===== src/hdl/rvd_pkg.sv =====
// Shared types and constants of the radial vertex dent block.
`default_nettype none
package rvd_pkg;

	localparam int SQRT_CELLS = 31;
	localparam int DIV_CELLS  = 27;

	localparam logic [26:0] RADIUS_BASE = 27'(55 * 65536);
	localparam logic [26:0] STEP_BASE   = 27'(10 * 65536);
	localparam logic [32:0] TARGET_Y    = 33'(30 * 65536);

	// Reciprocals scaled by 2^42; exact floor for dividends below 2^32.
	localparam int RECIP_SHIFT = 42;
	localparam logic [37:0] RAD_M_NORMAL  = 38'(((64'd1 << RECIP_SHIFT) + 64'd39) / 64'd40);
	localparam logic [37:0] RAD_M_FRONT   = 38'(((64'd1 << RECIP_SHIFT) + 64'd199) / 64'd200);
	localparam logic [37:0] STEP_M_NORMAL = 38'(((64'd1 << RECIP_SHIFT) + 64'd59) / 64'd60);
	localparam logic [37:0] STEP_M_FRONT  = 38'(((64'd1 << RECIP_SHIFT) + 64'd299) / 64'd300);
	localparam int RECIP_POST = RECIP_SHIFT - 16;

	typedef enum logic [2:0] {
		CFG_CENTRE_X,
		CFG_CENTRE_Y,
		CFG_CENTRE_Z,
		CFG_IMPACT_DAMAGE,
		CFG_FRONT_HIT
	} cfg_idx_t;

	typedef struct packed {
		logic signed [31:0] vertex_x;
		logic signed [31:0] vertex_y;
		logic signed [31:0] vertex_z;
		logic               last_vertex;
	} vertex_t;

	typedef struct packed {
		logic signed [31:0] moved_x;
		logic signed [31:0] moved_y;
		logic signed [31:0] moved_z;
		logic               was_dented;
		logic               end_of_mesh;
	} result_t;

	typedef struct packed {
		logic [2:0][31:0] v;
		logic [2:0]       neg;
		logic             last;
		logic             in_radius;
	} side_t;

	typedef struct packed {
		side_t            side;
		logic [26:0]      step;
		logic [2:0][29:0] e;
	} sqrt_pl_t;

	typedef struct packed {
		logic [61:0] rad;
		logic [32:0] rem;
		logic [30:0] root;
	} sqrt_work_t;

	typedef struct packed {
		side_t       side;
		logic [30:0] n;
	} div_pl_t;

	typedef struct packed {
		logic [2:0][30:0] rem;
		logic [2:0][26:0] w;
	} div_work_t;

endpackage
`default_nettype wire


===== src/hdl/rvd_div_cell.sv =====
// One quotient-bit cell of the three-lane restoring divider chain.
`default_nettype none
module rvd_div_cell
	import rvd_pkg::*;
(
	input  wire logic       clk,
	input  wire logic       arst_n,
	input  wire logic       en,
	input  wire logic       up_valid,
	input  div_work_t       up_work,
	input  div_pl_t         up_pl,
	output logic            dn_valid,
	output div_work_t       dn_work,
	output div_pl_t         dn_pl
);

	logic [2:0][31:0] rem_sh;
	logic [2:0]       ge;
	div_work_t        work_nx;
	logic             valid_q;
	div_work_t        work_q;
	div_pl_t          pl_q;

	always_comb begin
		for (int i = 0; i < 3; i++) begin
			rem_sh[i] = {up_work.rem[i], up_work.w[i][26]};
			ge[i]     = rem_sh[i] >= {1'b0, up_pl.n};
			work_nx.rem[i] = ge[i] ? 31'(rem_sh[i] - {1'b0, up_pl.n}) : 31'(rem_sh[i]);
			work_nx.w[i]   = {up_work.w[i][25:0], ge[i]};
		end
	end

	always_ff @(posedge clk or negedge arst_n) begin
		if (!arst_n) begin
			valid_q <= 1'b0;
		end else if (en) begin
			valid_q <= up_valid;
		end
	end

	always_ff @(posedge clk) begin
		if (en) begin
			work_q <= work_nx;
			pl_q   <= up_pl;
		end
	end

	assign dn_valid = valid_q;
	assign dn_work  = work_q;
	assign dn_pl    = pl_q;

endmodule
`default_nettype wire


===== config.mk =====
export PLATFORM = sky130hd
export DESIGN_NAME = rvd_div_cell
export DESIGN_NICKNAME = d
export VERILOG_FILES = /design/src/hdl/rvd_pkg.sv /design/src/hdl/rvd_div_cell.sv
export SDC_FILE = /design/constraint.sdc
export NUM_CORES = 1
export LEC_CHECK = 0
export BUFFER_PORTS_ARGS = -buffer_cell sky130_fd_sc_hd__buf_2
export CAP_MARGIN = 20
export CORE_AREA = 8 8 232 234
export DETAILED_ROUTE_END_ITERATION = 16
export DIE_AREA = 0 0 240 242
export GPL_ROUTABILITY_DRIVEN = 0
export HOLD_SLACK_MARGIN = 0.12
export REMOVE_ABC_BUFFERS = 1
export SETUP_SLACK_MARGIN = 0.4
export SKIP_LAST_GASP = 1
export SLEW_MARGIN = 20
export SYNTH_ARGS = -nofsm -noshare
export SYNTH_HDL_FRONTEND = slang
export SYNTH_SLANG_ARGS = --single-unit

===== constraint.sdc =====
create_clock -name clk -period 1.3 [get_ports clk]
set_clock_uncertainty 0.2 [all_clocks]
set_input_delay 0.13 -clock clk [delete_from_list [all_inputs] [get_ports clk]]
set_output_delay 0.13 -clock clk [all_outputs]
set_load 0.01 [all_outputs]

; ---- Word-level counts from Yosys, hierarchy flattened
; Index checks and enable logic that the tools add are counted.
[word_totals]
out_inout_bits = 307
register_bits = 307
inputBits = 310
[classes]
mux = 3
addsub = 3
magnitude_cmp = 3
[op_table]
columns = operator, n
row1 = greater-or-equal comparator 32 x 31 -> 1 bit, 3
row2 = 2-to-1 mux 31 bit, 3
row3 = subtractor 31 bit, 3

; ---- Depth between registers and ports, before layout
[logic_depth]
word_depth = 2
depth_mapped = 14

; ---- Worst setup path before layout
; Ideal clock, no wire load.
[synth_timing]
path_type = input to register
start = in up_work[26] (netlist bit)
end = reg work_q, in the netlist dn_work[100], data pin
cell_stages = 13
slack_ns = -1.596
required_ns = 0.840
arrival_time_ns = 2.436
n_path_buf = 2
cell_sequence = inv_1 ha_1 fa_1 nor2b_1 o31ai_2 a2111o_1 nand2_1 a21oi_1 o21bai_1 a41o_1 buf_2 buf_4 mux2_2
[synth_lines]
columns = element, line_no
row1 = "start, declared", rvd_div_cell.sv:10  ; input div_work_t up_work,
row2 = "end signal, assigned", rvd_div_cell.sv:43  ; work_q <= work_nx;
row3 = "end, declared", rvd_div_cell.sv:21  ; div_work_t work_q;

==> metrics.txt <==
# TYPE chip_impl_metric gauge
chip_impl_metric{name="worstPathMaxFanout",unit=""} 6
chip_impl_info{name="timing_worst_setup_path_type",value="input port to register"} 1
chip_impl_metric{name="number_of_maximum_capacitance_violations",unit=""} 0
chip_impl_metric{name="timing_worst_slew_pin_value",unit="ns"} 0.460
chip_impl_metric{name="start_util",unit="%"} 30.1
chip_impl_info{name="worst_path_max_delay_cell",value="o31a_4"} 1
chip_impl_info{name="hold_path.class",value="input port to register"} 1
chip_impl_metric{name="ir_worst_vdd",unit="mV"} 0.900
chip_impl_metric{name="synth_cell_types",unit=""} 76
chip_impl_info{name="timing.critical_path.max_delay_family",value="compound AO/OA/AOI/OAI gates"} 1
chip_impl_info{name="cp_common_cell",value="o31a_4"} 1
chip_impl_metric{name="yosys_warnings",unit=""} 0
chip_impl_metric{name="drt_pre_antenna_iters",unit=""} 5
chip_impl_metric{name="power.share.clock",unit="%"} 31.2
chip_impl_metric{name="detailedPlacementHpwl",unit="um"} 56100
chip_impl_info{name="worstPathCellList",value="buf_6, inv_4, ha_4, fa_2, nor2b_4, o31a_4, o31a_4, o21ai_4, o31ai_4, buf_4, o21ai_2, and2_4, inv_8, mux2_4"} 1
chip_impl_info{name="violations",value="negative hold slack, negative setup slack"} 1
chip_impl_metric{name="drt-total-wl",unit="um"} 74700
chip_impl_metric{name="grt_util_all_layers",unit="%"} 23.7
chip_impl_metric{name="max-slew-margin-rel",unit="%"} 69.0
chip_impl_metric{name="detailed_route_iter0_violations",unit=""} 818
chip_impl_metric{name="synth_sequential_area_ratio",unit="%"} 60.7
chip_impl_info{name="critical_path.startpoint_type",value="input port"} 1
chip_impl_info{name="unrepaired_setup_endpoints_after_global_routing",value="yes"} 1
chip_impl_metric{name="timing.final.max_slew_violations",unit=""} 0
chip_impl_metric{name="layout-area-overhead-vs-synth",unit="%"} 87.7
chip_impl_metric{name="number_of_levels_the_h_tree_was_split_into",unit=""} 2
chip_impl_metric{name="netlist_area",unit="sq um"} 15200
chip_impl_metric{name="cts_buffer_count",unit=""} 38
chip_impl_metric{name="drt.antenna.violating_nets",unit=""} 0
chip_impl_metric{name="io_buffers",unit=""} 616
chip_impl_metric{name="globalRoute.totalOverflow",unit=""} 0
chip_impl_metric{name="critical_path_required",unit="ns"} 1.39
chip_impl_metric{name="detail_route.wl_per_cell",unit="um"} 23.0
chip_impl_metric{name="final.min_clock_period",unit="ns"} 2.50
chip_impl_metric{name="post_synth_inst_count",unit=""} 1199
chip_impl_metric{name="floorplan.die.height",unit="um"} 242
chip_impl_metric{name="grt_pass1_wl",unit="um"} 103000
chip_impl_metric{name="clk_pin_slew",unit="ns"} 0.06
chip_impl_metric{name="fin_ws",unit="ns"} -1.20
chip_impl_metric{name="drt-vias-per-instance",unit=""} 4.77
chip_impl_metric{name="chipWidth",unit="um"} 240
chip_impl_info{name="mostFrequentLayoutCell",value="buf_2"} 1
chip_impl_info{name="cts_tree",value="yes"} 1
chip_impl_info{name="dominantRegCellSynth",value="edfxtp_1"} 1
chip_impl_metric{name="synthesized_flop_and_latch_total",unit=""} 307
chip_impl_metric{name="worstPathArrival",unit="ns"} 2.59
chip_impl_metric{name="cts_buffer_depth",unit=""} 3
chip_impl_metric{name="utilization",unit="%"} 56.4
chip_impl_metric{name="hold_viol_final",unit=""} 213
chip_impl_metric{name="pwr-share-comb",unit="%"} 30.4
chip_impl_metric{name="finalSetupViolCount",unit=""} 403
chip_impl_metric{name="seq_power_share",unit="%"} 38.4
chip_impl_metric{name="vias",unit=""} 15500
chip_impl_metric{name="fmaxAchievable",unit="GHz"} 0.401
chip_impl_metric{name="final_net_count",unit=""} 2924
chip_impl_metric{name="grt_pass1_vias",unit=""} 16400
chip_impl_metric{name="largest_net_degree_at_the_start_of_global_routing",unit=""} 36
chip_impl_info{name="status",value="finished with violations"} 1
chip_impl_metric{name="synth_edf_count",unit=""} 306
chip_impl_metric{name="hold-worst-slack",unit="ns"} -0.417
chip_impl_metric{name="layout-drive-gt1-share",unit="%"} 53.5
chip_impl_metric{name="sw_frac_of_total",unit="%"} 29.0
chip_impl_info{name="layout_common_cells",value="buf_2 (548), buf_4 (384), edfxtp_1 (306)"} 1
chip_impl_metric{name="rows",unit=""} 83
chip_impl_metric{name="die_area",unit="sq um"} 58100
chip_impl_metric{name="floorplan.io_pins",unit=""} 617
chip_impl_metric{name="synthesis.area_per_instance",unit="sq um"} 12.7
chip_impl_metric{name="total_power",unit="mW"} 32.8
chip_impl_metric{name="cell_internal_pwr",unit="mW"} 23.3
chip_impl_metric{name="tritoncts_num_sinks",unit=""} 307
chip_impl_metric{name="post-route-period-util",unit="%"} 192
chip_impl_metric{name="power_switching",unit="mW"} 9.51
chip_impl_metric{name="cp_num_buf_inv",unit=""} 4
chip_impl_metric{name="synth-async-reset-ratio",unit="%"} 0.326
chip_impl_info{name="root_buffer",value="clkbuf_16"} 1
chip_impl_metric{name="core_region_area",unit="sq um"} 50500
chip_impl_metric{name="grt_antenna_before_repair",unit=""} 39
chip_impl_metric{name="insertion_delay",unit="ns"} 0.56
chip_impl_info{name="endpoint_type_of_the_worst_setup_path",value="register"} 1
chip_impl_metric{name="max_stage_delay",unit="ns"} 0.30
chip_impl_metric{name="power_density",unit="nW/um^2"} 1150
chip_impl_metric{name="setup_tns",unit="ns"} -138.84
chip_impl_metric{name="route.detailed.drc",unit=""} 0
chip_impl_metric{name="total_leakage_power",unit="nW"} 12.7
==> final timing paths <==
path	to	slack (ns)	cells after the start	startpoint
min in group asynchronous	dn_valid$_DFFE_PN0P_	0.21	3	arst_n
worst min register to register	dn_valid$_DFFE_PN0P_	0.32	1	dn_valid$_DFFE_PN0P_
worst max-delay path	dn_work[162]$_DFFE_PP_	-1.20	14	up_work[80]
max in group asynchronous	dn_valid$_DFFE_PN0P_	0.58	3	arst_n
worst min-delay path	dn_pl[14]$_DFFE_PP_	-0.42	1	up_pl[14]
worst max register to register	dn_valid$_DFFE_PN0P_	0.35	1	dn_valid$_DFFE_PN0P_
==> cell usage after synthesis (3+ instances only) <==
| cell type | n | area share (%) |
|---|---|---|
| nor2b_1 | 18 | 0.74 |
| a311oi_1 | 3 | 0.17 |
| a211oi_1 | 9 | 0.45 |
| nand2_1 | 103 | 2.5 |
| o21bai_1 | 9 | 0.45 |
| buf_2 | 14 | 0.46 |
| or2_2 | 3 | 0.12 |
| a31oi_1 | 11 | 0.45 |
| mux2_4 | 3 | 0.30 |
| o31ai_1 | 6 | 0.30 |
| nor4_1 | 3 | 0.12 |
| o21a_1 | 7 | 0.35 |
| a211o_1 | 5 | 0.29 |
| inv_1 | 56 | 1.4 |
| xor2_1 | 41 | 2.4 |
| a21oi_1 | 90 | 3.0 |
| and2_1 | 4 | 0.16 |
| nand4_1 | 16 | 0.66 |
| o211ai_1 | 5 | 0.25 |
| ha_1 | 93 | 7.7 |
| clkbuf_1 | 15 | 0.37 |
| and3_1 | 12 | 0.49 |
| fa_1 | 3 | 0.40 |
| o22ai_1 | 3 | 0.12 |
| edfxtp_1 | 306 | 61 |
| o21ai_0 | 93 | 3.1 |
| nand2b_1 | 12 | 0.49 |
| nor2_1 | 56 | 1.4 |
| nor3_1 | 10 | 0.33 |
| a221oi_1 | 6 | 0.35 |
| mux2_2 | 14 | 1.0 |
| o21ai_1 | 7 | 0.23 |
| xnor2_1 | 38 | 2.2 |
| a21o_1 | 49 | 2.4 |
| nand3_1 | 22 | 0.73 |
| a211oi_2 | 3 | 0.25 |
==> state kept, by name, indices dropped and copies added, names as in the netlist <==
name	flops
dn_work	174
dn_valid	1
dn_pl	132
==> power by group through the flow <==
stage | Sequential, mW | Clock [mW] | Combinational [mW]
after floorplan | 13.2 | 0 | 2.53
after global placement | 12.7 | 0 | 7.24
after detailed placement | 12.7 | 0 | 7.31
after CTS | 12.5 | 10.4 | 9.01
after global routing | 12.6 | 10.8 | 10.6
final | 12.6 | 10.2 | 9.96
==> layer usage <==
metal	global-route usage, %	vias to the layer above	part of all wire [%]
met5	0	-	0.076
met4	10.9	10	5.2
met3	7.01	196	7.9
met2	44.3	611	53
met1	23.8	7505	34
li1	-	7214	-
==> cells by family (layout without fill, tap and decap cells) <==
kind of cell	Yosys count	in the layout	synth area share, %
other	0	31	0
AOI/OAI and AO/OA	336	336	14.2
and+or+nand+nor	272	272	8.56
xor gates and xnor gates	79	79	4.56
adders and majority gates	96	96	8.06
muxes	18	18	1.40
buffers and inverters	91	1435	2.48
DFF	307	307	60.7
==> cell type report <==
class	count	area (sq um)
fillers	4066	22000
diodes	31	77.6
well taps	680	851
clock buffers	46	1000
flip-flops and latches	307	9210
clock inverters	19	178
inverters	57	254
repair buffers	1313	10100
multi-input cells	801	6810
==> through the flow <==
step	instances	hold slack (ns)	setup slack [ns]	cell area, sq um
after floorplan	1165	-0.366	-2.69	15000
after global placement	2842	-0.294	-1.93	22000
after detailed placement	2842	-0.293	-1.99	22000
after CTS	3183	-0.447	-1.13	27000
after global routing	3245	-0.441	-1.26	28500
final	3254	-0.417	-1.20	28500
==> timing repair <==
action / 4_1_cts / 5_1_grt
gates cloned: 12 / 4
pin swaps: 68 / 75
buffers inserted: 32 / 20
resized for setup: 230 / 276
setup endpoints to repair: 404 / 404
hold buffers: 232 / 16
endpoints found under the hold margin: 612 / 481
No activity file was read; power rests on OpenSTA's default activity.
