File: src/hdl/rvd_pkg.sv
// Shared types and constants of the radial vertex dent block.
`default_nettype none
package rvd_pkg;

	localparam int SQRT_CELLS = 31;
	localparam int DIV_CELLS  = 27;

	localparam logic [26:0] RADIUS_BASE = 27'(55 * 65536);
	localparam logic [26:0] STEP_BASE   = 27'(10 * 65536);
	localparam logic [32:0] TARGET_Y    = 33'(30 * 65536);

	// Reciprocals scaled by 2^42; exact floor for dividends below 2^32.
	localparam int RECIP_SHIFT = 42;
	localparam logic [37:0] RAD_M_NORMAL  = 38'(((64'd1 << RECIP_SHIFT) + 64'd39) / 64'd40);
	localparam logic [37:0] RAD_M_FRONT   = 38'(((64'd1 << RECIP_SHIFT) + 64'd199) / 64'd200);
	localparam logic [37:0] STEP_M_NORMAL = 38'(((64'd1 << RECIP_SHIFT) + 64'd59) / 64'd60);
	localparam logic [37:0] STEP_M_FRONT  = 38'(((64'd1 << RECIP_SHIFT) + 64'd299) / 64'd300);
	localparam int RECIP_POST = RECIP_SHIFT - 16;

	typedef enum logic [2:0] {
		CFG_CENTRE_X,
		CFG_CENTRE_Y,
		CFG_CENTRE_Z,
		CFG_IMPACT_DAMAGE,
		CFG_FRONT_HIT
	} cfg_idx_t;

	typedef struct packed {
		logic signed [31:0] vertex_x;
		logic signed [31:0] vertex_y;
		logic signed [31:0] vertex_z;
		logic               last_vertex;
	} vertex_t;

	typedef struct packed {
		logic signed [31:0] moved_x;
		logic signed [31:0] moved_y;
		logic signed [31:0] moved_z;
		logic               was_dented;
		logic               end_of_mesh;
	} result_t;

	typedef struct packed {
		logic [2:0][31:0] v;
		logic [2:0]       neg;
		logic             last;
		logic             in_radius;
	} side_t;

	typedef struct packed {
		side_t            side;
		logic [26:0]      step;
		logic [2:0][29:0] e;
	} sqrt_pl_t;

	typedef struct packed {
		logic [61:0] rad;
		logic [32:0] rem;
		logic [30:0] root;
	} sqrt_work_t;

	typedef struct packed {
		side_t       side;
		logic [30:0] n;
	} div_pl_t;

	typedef struct packed {
		logic [2:0][30:0] rem;
		logic [2:0][26:0] w;
	} div_work_t;

endpackage
`default_nettype wire

File: src/hdl/rvd_sqrt_cell.sv
// One digit cell of the pipelined integer square root chain.
`default_nettype none
module rvd_sqrt_cell
	import rvd_pkg::*;
(
	input  wire logic       clk,
	input  wire logic       arst_n,
	input  wire logic       en,
	input  wire logic       up_valid,
	input  sqrt_work_t      up_work,
	input  sqrt_pl_t        up_pl,
	output logic            dn_valid,
	output sqrt_work_t      dn_work,
	output sqrt_pl_t        dn_pl
);

	logic [34:0] rem_sh;
	logic [34:0] trial;
	logic        ge;
	sqrt_work_t  work_nx;
	logic        valid_q;
	sqrt_work_t  work_q;
	sqrt_pl_t    pl_q;

	always_comb begin
		rem_sh = {up_work.rem, up_work.rad[61:60]};
		trial  = {2'b00, up_work.root, 2'b01};
		ge     = rem_sh >= trial;
		work_nx.rad  = {up_work.rad[59:0], 2'b00};
		work_nx.rem  = ge ? 33'(rem_sh - trial) : 33'(rem_sh);
		work_nx.root = {up_work.root[29:0], ge};
	end

	always_ff @(posedge clk or negedge arst_n) begin
		if (!arst_n) begin
			valid_q <= 1'b0;
		end else if (en) begin
			valid_q <= up_valid;
		end
	end

	always_ff @(posedge clk) begin
		if (en) begin
			work_q <= work_nx;
			pl_q   <= up_pl;
		end
	end

	assign dn_valid = valid_q;
	assign dn_work  = work_q;
	assign dn_pl    = pl_q;

endmodule
`default_nettype wire

File: config.mk
export PLATFORM = sky130hd
export DESIGN_NAME = rvd_sqrt_cell
export DESIGN_NICKNAME = d
export VERILOG_FILES = /design/src/hdl/rvd_pkg.sv /design/src/hdl/rvd_sqrt_cell.sv
export SDC_FILE = /design/constraint.sdc
export NUM_CORES = 1
export LEC_CHECK = 0
export BUFFER_PORTS_ARGS = -buffer_cell sky130_fd_sc_hd__clkbuf_2
export CAP_MARGIN = 20
export CORE_AREA = 2 2 273 275
export DETAILED_ROUTE_END_ITERATION = 6
export DIE_AREA = 0 0 275 277
export GPL_TIMING_DRIVEN = 1
export PLACE_DENSITY_LB_ADDON = 0.12
export SLEW_MARGIN = 20
export SYNTH_ARGS = -nofsm -noshare
export SYNTH_HDL_FRONTEND = slang
export SYNTH_SLANG_ARGS = --single-unit
export TNS_END_PERCENT = 10
File: constraint.sdc
create_clock -name clk -period 1.1 [get_ports clk]
set_input_delay 0.22 -clock clk [delete_from_list [all_inputs] [get_ports clk]]
set_output_delay 0.22 -clock clk [all_outputs]
set_load 0.1 [all_outputs]
-- After elaboration in Yosys (flattened, before gate mapping)
Index checks and enable logic that the tools add are counted.
- mux-type cells: 1
- $add $sub $neg: 1
- bitwise gates (word level): 0
- shifts and indexed selects: 0
- equal/unequal tests: 0
- reductions and logical operators: 0
- magnitude comparators: 1
- $mul: 0
- divide/modulo/power cells: 0
- operators with widths (cell ; number):
    $ge 35x33->1 ; 1
    $mux 33 ; 1
    $sub 33x33->33 ; 1
- bits in writable memories: 0
- memories: 0
- logic and storage cells: 17
- output and inout bits: 345
- memory bits (read-only): 0
- input bits: 348
- register bits: 343
- bits in latches: 0

-- Depth between registers and ports, before layout
Gate-level depths: netlist of the first run.
- depth in word-level cells: 2
- mapped depth: 14

-- Least setup slack after synthesis of the first run
OpenSTA, ideal clock, no wires.
- path type: input to register
- start: in up_work[30] (netlist bit)
- end: reg work_q, in the netlist dn_work[40] (data pin)
- stages on the path: 12
- slack: -1.545 ns
- data arrival time: 2.385 ns
- data required time: 0.840 ns
- cells stage by stage: inv_1 -> ha_1 -> nor3b_2 -> nand4_1 -> or4_1 -> o21a_1 -> buf_6 -> o21a_4 -> buf_12 -> inv_12 -> buf_12 -> mux2_4
- RTL lines (item ; line ; text):
    from (decl) ; rvd_sqrt_cell.sv:10 ; input sqrt_work_t up_work,
    to (signal assigned) ; rvd_sqrt_cell.sv:44 ; work_q <= work_nx;
    to (decl) ; rvd_sqrt_cell.sv:22 ; sqrt_work_t work_q;

==> out/results.ini, run 1 <==
[critical_path]
cpLargestDelayFamily = compound AO/OA/AOI/OAI gates
worstPathRequired_ns = 1.42
reg2reg_depth = 1
worstSetupPathType = input pin to flop
r2r_end = dn_valid$_DFFE_PN0P_
startpoint_type = input pin
cp.buffers_inverters = 3
cpPeakStageDelay_ns = 0.31
end_kind = flop
crit_chain = buf_4 > ha_4 > nand4_1 > nor2_4 > nand3_4 > o2111ai_4 > a41oi_4 > o21a_4 > buf_6 > inv_16 > mux2_4
cp.depth = 11
crit_fanout = 7
cp_slowest_cell = mux2_4
reg2reg_from = dn_valid$_DFFE_PN0P_
regToRegSetupSlack_ns = 0.30
arrival_ns = 2.37

[placement]
dp_slack_ns = -1.76
place_congestion = 0.869
dp_hpwl_mm = 52.2
port_buffers = 690

[worst_hold_path]
min_from = up_work[45]
hold_end = dn_work[47]$_DFFE_PP_
hp-class = input pin to flop
hold-path-cell-count = 3

[cells_and_area]
syn_to_final_growth_pct = 130
fillers = 6887
final_nets = 2360
drive_gt1_share_pct = 53.3

[cts]
cts_max_level = 2
clk_latency_ns = 0.58
cts_buffers = 44
cts_root_buf = clkbuf_16
clock_path_buffers = 3
cts_tree = yes
cts_sinks = 343
clk_pin_slew_ns = 0.06

[global_route]
gr-total-overflow = 0
grt_usage_pct = 16.2
grt_max_degree = 58
antenna_found_initial = 19
grt_first_pass_wirelength_mm = 87.5
grt_pass1_vias = 12367

[logic_synthesis]
synth.avg_cell_area_sq_um = 17.8
synth_area_sq_um = 13100
synthCells = 733
synthTopCellsByArea = edfxtp_1 (79%), ha_1 (3.2%), mux2_4 (2.1%)
ys_seq_area_share_pct = 78.7
synth_edf_count = 342
synth_warnings = 0
ys.flop_type = edfxtp_1
synth_top_area_cell = edfxtp_1
synth_top_area_share_pct = 78.6
async_flop_share_pct = 0.292
ys_types = 61
ys_ff_latch = 343

[floorplanning]
dieArea_sq_um = 76200
initial_core_util_pct = 17.8
fp.dieW_um = 275
io_pins = 693
die_height_um = 277
core_region_area_sq_um = 73600
num_rows = 100

[sta]
clock_skew_ns = 0
report.final.setup_viol = 377
fin_crit_ns = 2.05
rsz0062_at_grt = true
hold_viol = 0
max_freq_mhz = 487
finalCritPeriodShare_pct = 187
maxSlewViolCount = 0
worst_slack_ns = -0.952

[routing]
routed_wl_mm = 63.6
wl_per_cell_um = 21.2
firstDrtPassIters = 6
drc = 0
vias_per_cell = 3.78
drt_iter0_markers = 434
route.antenna.remaining_nets = 0
vias = 11326

[power]
peakVddDrop_v = 0.00107
power.total_mw = 49.3
p_leak_nw = 12.5
power.density_nw_per_um2 = 1640

[status]
status = complete, but fails checks
failed_checks = setup timing

[job]
cap_viol_max_count = 0

==> metal layers <==
metal	routed length (um)	global-route usage, %
met1	20200	15.0
met2	35100	31.2
met3	6440	6.87
met4	1860	5.41
met5	57	0
==> how the worst max path moves through the flow <==
stage           startpoint                     to
2_1_floorplan   up_work[7]  dn_work[40]$_DFFE_PP_
3_3_place_gp    up_work[5]  dn_work[37]$_DFFE_PP_
3_5_place_dp   up_work[14]  dn_work[39]$_DFFE_PP_
4_1_cts        up_work[18]  dn_work[44]$_DFFE_PP_
5_1_grt        up_work[14]  dn_work[46]$_DFFE_PP_
6_report       up_work[44]  dn_work[33]$_DFFE_PP_
==> state kept, by name, summed over array words and instances, names as in the netlist <==
| name | flops |
|---|---|
| dn_pl | 218 |
| dn_valid | 1 |
| dn_work | 124 |
==> worst min-delay path, cell delays in order <==
cell	delay (ns)
buf_6	0.08
buf_4	0.09
mux2_4	0.12
==> what timing repair did <==
action                     4_1_cts  5_1_grt
hold buffers                   320        0
pin swaps                       32       26
resized for setup               63       82
buffers inserted                11        9
setup endpoints to repair      377      377
cloned                           3        0
hold endpoints to repair       319        0
==> synth_stat cells (all sizes together) (8+ instances only) <==
cell type,n
o21ai,23
mux2,25
o211ai,11
buf,12
xnor2,22
nor2,27
nand3,12
ha,33
nand2,30
nor3,11
a21oi,41
edfxtp,342
o21a,8
inv,51
==> cells in the final DEF, fill, tap and decap left out, types with 7 or more instances in the layout <==
cell,instances
a21oi_1,28
a21oi_2,7
buf_12,360
buf_4,179
buf_6,15
clkbuf_1,16
clkbuf_16,45
clkbuf_2,328
clkbuf_8,7
clkinv_1,7
diode_2,13
dlygate4sd3_1,320
edfxtp_1,342
ha_1,8
ha_4,25
inv_1,35
inv_2,7
mux2_4,24
nand2_1,29
nand3_1,8
nor2_1,25
nor3_1,9
o211ai_1,10
o21a_1,7
o21ai_0,11
xnor2_1,21
==> per-stage QoR <==
stage | TNS, ns | hold WS, ns | cell area [sq um] | std cells | utilization, %
global route | -155.28 | 0.00291 | 30100 | 2991 | 40.9
global placement | -56.62 | -0.00241 | 24600 | 2559 | 33.4
CTS | -155.68 | 0.00719 | 29700 | 2974 | 40.3
finish | -136.22 | 0.0402 | 30100 | 2996 | 40.9
floorplan | -52.44 | -0.0756 | 13400 | 734 | -
detailed placement | -58.29 | 0.000486 | 24600 | 2559 | 33.4
==> final cells by class <==
cell class / count / area [sq um] / share of cell area [%]
Multi-Input combinational cell: 326 / 3130 / 10.4
Timing Repair Buffer: 1210 / 13700 / 45.5
Clock buffer: 65 / 1240 / 4.13
Timing Repair inverter: 3 / 52.6 / 0.175
Antenna cell: 13 / 32.5 / 0.108
Tap cell: 969 / 1210 / 4.03
Clock inverter: 16 / 189 / 0.628
Sequential cell: 343 / 10300 / 34.2
Inverter: 51 / 235 / 0.782
==> power by group <==
group	internal [mW]	switching (mW)
clock	8.53	5.78
combinational	7.07	11.2
sequential	15.8	0.954
==> kinds of logic (layout without fill, tap and decap cells) <==
logic type	count (synthesis)	count (layout)	synth area share [%]
fa+ha+maj	33	33	3.16
xor+xnor	24	24	1.61
other cells	1	15	0.0287
compound gates	127	127	6.78
buf+inv	65	1345	2.56
flops	343	343	78.7
simple gates	111	111	4.15
mux	29	29	2.98
Power figures use the tool's default switching activity.
==> run 2, diff against run 1 <==
- CORE_AREA: 2 2 273 275 -> 2 2 269 271
- DIE_AREA: 0 0 275 277 -> 0 0 271 273
- PLACE_DENSITY_LB_ADDON: 0.12 -> unset
- clock period: 1.1 -> 2.2 ns (I/O delays scaled with it)
==> out/results.ini, run 2 (synthesis results as in run 1) <==
[status]
status = complete, but fails checks
failed_checks = setup timing

[power]
comb_power_share_pct = 31.3
pwr-share-seq_pct = 36.8
peakVddDrop_v = 0.000614
clockPowerShare_pct = 31.9
power.density_nw_per_um2 = 1020
p_switching_mw = 8.44
power.total_mw = 21.9
p_leak_nw = 9.21
cellInternalPower_mw = 13.4
p_sw_share_pct = 38.6

[critical_path]
arrival_ns = 2.58
startpoint_type = input pin
cpLargestDelayFamily = simple AND/OR/NAND/NOR gates
end_kind = flop
cp_slowest_cell = or4_4
cpPeakStageDelay_ns = 0.53
crit_chain = clkbuf_2 > ha_4 > nor3b_4 > nand4_1 > or4_4 > o21a_1 > o21a_4 > buf_12 > inv_16 > mux2_4
crit_fanout = 7
cp.buffers_inverters = 3
worstSetupPathType = input pin to flop
worstPathRequired_ns = 2.50

[sta]
fin_crit_ns = 2.29
report.final.setup_viol = 31
relSlewSlack_pct = 50.9
maxSlewViolCount = 0
max_freq_mhz = 438
clock_skew_ns = 0
tightest_slew_ns = 0.740
rsz0062_at_grt = true
worst_slack_ns = -0.0851
hold_viol = 0
finalCritPeriodShare_pct = 104
final.setup.tns_ns = -1.99

[cts]
cts_sinks = 343
cts_tree = yes
clk_pin_slew_ns = 0.06
cts_buffers = 41
cts_root_buf = clkbuf_16
clk_latency_ns = 0.55
cts_max_level = 2
clock_path_buffers = 3

[global_route]
grt_max_degree = 60
grt_first_pass_wirelength_mm = 79.3
grt_usage_pct = 15.1
gr-total-overflow = 0
grt_pass1_vias = 10949
antenna_found_initial = 28

[routing]
route.antenna.remaining_nets = 0
wl_per_cell_um = 22.3
vias = 10418
firstDrtPassIters = 5
drc = 0
drt_iter0_markers = 697
routed_wl_mm = 58.9
vias_per_cell = 3.95

[cells_and_area]
layout_commonest_cell = clkbuf_2
drive_gt1_share_pct = 63.6
final_nets = 2026
largest_register_ffs = 218
fin_area_sq_um = 21300
regArea_sq_um = 10300
final_cell_mix = clkbuf_2 (681), edfxtp_1 (342), buf_4 (182)
syn_to_final_growth_pct = 63.3
multi_input_area_sq_um = 3150
fillers = 7165

[job]
cap_viol_max_count = 0

[placement]
placed_area_sq_um = 19100
port_buffers = 690
place_congestion = 0.896
dp_hpwl_mm = 48.5
dp_slack_ns = -0.875

[floorplanning]
num_rows = 98
dieArea_sq_um = 74000
core_region_area_sq_um = 71000
fp.dieW_um = 271
io_pins = 693
initial_core_util_pct = 18.4
die_height_um = 273

[worst_hold_path]
hp-class = input pin to flop

## run 2: cell types whose count changed in the layout (fill, tap and decap cells not counted), sizes merged
| cell | previous run | this run |
|---|---|---|
| buf | 559 | 194 |
| bufinv | 3 | 5 |
| clkbuf | 396 | 732 |
| clkinv | 14 | 15 |
| clkinvlp | 1 | 2 |
| diode | 13 | 11 |
| dlygate4sd3 | 320 | 1 |
| inv | 52 | 60 |
## run 2: per-stage QoR
| step | std cells | util [%] | hold WS [ns] |
|---|---|---|---|
| after floorplan | 734 | - | 0.144 |
| after global placement | 2529 | 27.0 | 0.217 |
| after detailed placement | 2529 | 27.0 | 0.217 |
| after CTS | 2622 | 29.7 | 0.00153 |
| after global routing | 2637 | 30.1 | 0.0121 |
| final | 2639 | 30.1 | 0.0594 |
## run 2: final timing paths
check / from / to / slack, ns / cells after the start
max in group asynchronous: arst_n / dn_valid$_DFFE_PN0P_ / 1.91 / 2
worst min register to register: dn_valid$_DFFE_PN0P_ / dn_valid$_DFFE_PN0P_ / 0.54 / 1
worst max register to register: dn_valid$_DFFE_PN0P_ / dn_valid$_DFFE_PN0P_ / 1.44 / 1
worst min-delay path: up_pl[132] / dn_pl[132]$_DFFE_PP_ / 0.06 / 1
worst max-delay path: up_work[61] / dn_work[43]$_DFFE_PP_ / -0.09 / 10
min in group asynchronous: arst_n / dn_valid$_DFFE_PN0P_ / 0.20 / 2
## run 2: timing repair
| item | in CTS | in global routing |
|---|---|---|
| gates cloned | 3 | 0 |
| pin swaps | 27 | 20 |
| resized for setup | 81 | 40 |
| endpoints found under the setup margin | 33 | 33 |
| hold endpoints to repair | 1 | 0 |
| hold buffers | 1 | 0 |
| setup buffers | 13 | 6 |
## run 2: cell type report
class                      instances  share of cell area, %
sequential                       343                   48.2
timing repair buffer             879                   23.5
multi-input combinational        326                   14.8
tap                              950                   5.57
clock buffer                      48                   5.03
clock inverter                    28                   1.50
inverter                          51                   1.07
timing repair inverter             3                  0.223
antenna                           11                  0.129
## run 2: per-layer routing
metal | GRT usage (%) | part of all wire (%)
met5 | 1.41 | 0.37
met4 | 6.19 | 3.6
met3 | 5.57 | 9.4
met2 | 25.1 | 49
met1 | 17.3 | 38
## run 2: power groups by stage
stage	combinational [mW]	clock, mW	sequential (mW)
5_1_grt	7.06	7.47	8.10
6_report	6.84	6.97	8.05
4_1_cts	6.79	7.21	8.06
2_1_floorplan	0.799	0	12.2
3_3_place_gp	6.57	0	8.19
3_5_place_dp	6.59	0	8.20
==> run 3, diff against run 2 <==
- BUFFER_PORTS_ARGS: -buffer_cell sky130_fd_sc_hd__clkbuf_2 -> -buffer_cell sky130_fd_sc_hd__buf_2
==> out/results.ini, run 3 (synthesis results as in run 1) <==
[critical_path]
reg2reg_depth = 1
reg2reg_from = dn_valid$_DFFE_PN0P_
startpoint_type = input pin
end_kind = flop
crit_fanout = 7
regToRegSetupSlack_ns = 1.46
crit_chain = buf_2 > ha_4 > buf_6 > nand4_4 > or4_4 > o21a_1 > o21a_4 > buf_12 > buf_4 > o31ai_4
r2r_end = dn_valid$_DFFE_PN0P_
worstSetupStartpoint = up_work[41]
worstPathRequired_ns = 2.56
cpPeakStageDelay_ns = 0.57
cp_slowest_cell = or4_4
arrival_ns = 2.74
worstSetupPathType = input pin to flop
endpoint = dn_work[55]$_DFFE_PP_

[cells_and_area]
final_nets = 2033
largest_register_ffs = 218
layout_commonest_cell = buf_2
syn_to_final_growth_pct = 62.7
final_cell_mix = buf_2 (679), edfxtp_1 (342), buf_4 (187)
drive_gt1_share_pct = 62.7
fin_cells = 2638
fin_area_sq_um = 21300
fillers = 7199

[sta]
report.final.setup_viol = 33
hold_viol = 0
finalCritPeriodShare_pct = 108
max_freq_mhz = 419
clock_skew_ns = 0
final.setup.tns_ns = -4.41
fin_crit_ns = 2.39
maxSlewViolCount = 0
tightest_slew_ns = 0.703
rsz0062_at_grt = true
worst_slack_ns = -0.186
relSlewSlack_pct = 53.5

[cts]
cts_max_level = 2
cts_root_buf = clkbuf_16
clk_pin_slew_ns = 0.07
cts_tree = yes
cts_buffers = 39
clock_path_buffers = 3
clk_latency_ns = 0.55
cts_sinks = 343

[routing]
route.antenna.remaining_nets = 0
routed_wl_mm = 58.2
drc = 0
vias = 10352
wl_per_cell_um = 22.1
drt_iter0_markers = 698
vias_per_cell = 3.92
firstDrtPassIters = 5

[global_route]
grt_first_pass_wirelength_mm = 78.2
gr-total-overflow = 0
grt_usage_pct = 14.9
grt_pass1_vias = 10668
global_route.usage.met2_pct = 26.3
grt_use_met3_pct = 5.11
grt_util_met1_pct = 17.2
grt_max_degree = 73
busiest_layer = met2
antenna_found_initial = 39

[placement]
dp_hpwl_mm = 48.7
port_buffers = 690
dp_slack_ns = -0.852
placed_area_sq_um = 19200
place_inst = 2536
place_congestion = 0.903

[status]
failed_checks = setup timing
status = complete, but fails checks

[floorplanning]
die_height_um = 273
io_pins = 693
initial_core_util_pct = 18.4
core_region_area_sq_um = 71000
num_rows = 98
fp.dieW_um = 271
dieArea_sq_um = 74000

[worst_hold_path]
hold-path-cell-count = 1
hp-class = input pin to flop

[power]
power.total_mw = 21.5
peakVddDrop_v = 0.000725
power.density_nw_per_um2 = 1010
p_leak_nw = 9.06

[job]
cap_viol_max_count = 0

## run 3: cell types whose count changed in the layout (fill, tap and decap cells not counted), sizes merged, moves of 2 or more
cell,previous run,this run
buf,194,888
clkbuf,732,52
inv,60,54
diode,11,6
clkinvlp,2,0
## run 3: critical path: cells and delay by family
family	cells	cell delay, ns
buffers and inverters	4	0.60
adders and majority gates	1	0.31
and+or+nand+nor	2	0.72
AOI/OAI and AO/OA	3	0.67
## run 3: how the worst min path moves through the flow
stage	slack [ns]	end	startpoint
finish	0.05	dn_pl[71]$_DFFE_PP_	up_pl[71]
global placement	0.22	dn_valid$_DFFE_PN0P_	arst_n
floorplan	0.14	dn_valid$_DFFE_PN0P_	arst_n
global route	0.03	dn_pl[20]$_DFFE_PP_	up_pl[20]
CTS	0.02	dn_pl[71]$_DFFE_PP_	up_pl[71]
detailed placement	0.22	dn_valid$_DFFE_PN0P_	arst_n
## run 3: layout make-up
| type | instances | area (sq um) | area share, % |
|---|---|---|---|
| sequential | 343 | 10300 | 48.4 |
| timing repair buffer | 889 | 5160 | 24.3 |
| multi-input combinational | 326 | 3030 | 14.3 |
| tap | 950 | 1190 | 5.59 |
| clock buffer | 52 | 1090 | 5.11 |
| inverter | 51 | 235 | 1.11 |
| clock inverter | 19 | 216 | 1.02 |
| timing repair inverter | 2 | 32.5 | 0.153 |
| antenna | 6 | 15.0 | 0.0706 |
## run 3: layer usage
layer / wire length (um) / part of all wire, % / up-vias
met5: 69 / 0.12 / -
met4: 1630 / 2.8 / 10
met3: 4900 / 8.4 / 119
met2: 29200 / 50 / 485
met1: 22400 / 39 / 5057
li1: - / - / 4681
## run 3: metrics by stage
| stage | util (%) | hold WS [ns] |
|---|---|---|
| finish | 30.0 | 0.0534 |
| global route | 29.9 | 0.0256 |
| CTS | 29.7 | 0.0178 |
| detailed placement | 27.1 | 0.217 |
| global placement | 27.1 | 0.217 |
| floorplan | - | 0.144 |
## run 3: timing repair
action | CTS | global route
gates cloned | 2 | 0
hold endpoints to repair | 1 | 0
endpoints found under the setup margin | 33 | 34
hold buffers | 1 | 0
gates resized for setup | 86 | 22
buffers inserted | 16 | 6
pin swaps | 28 | 12
## run 3: power by group
part,switching [mW],internal (mW)
clock,2.64,3.96
sequential,0.178,7.85
combinational,5.43,1.45
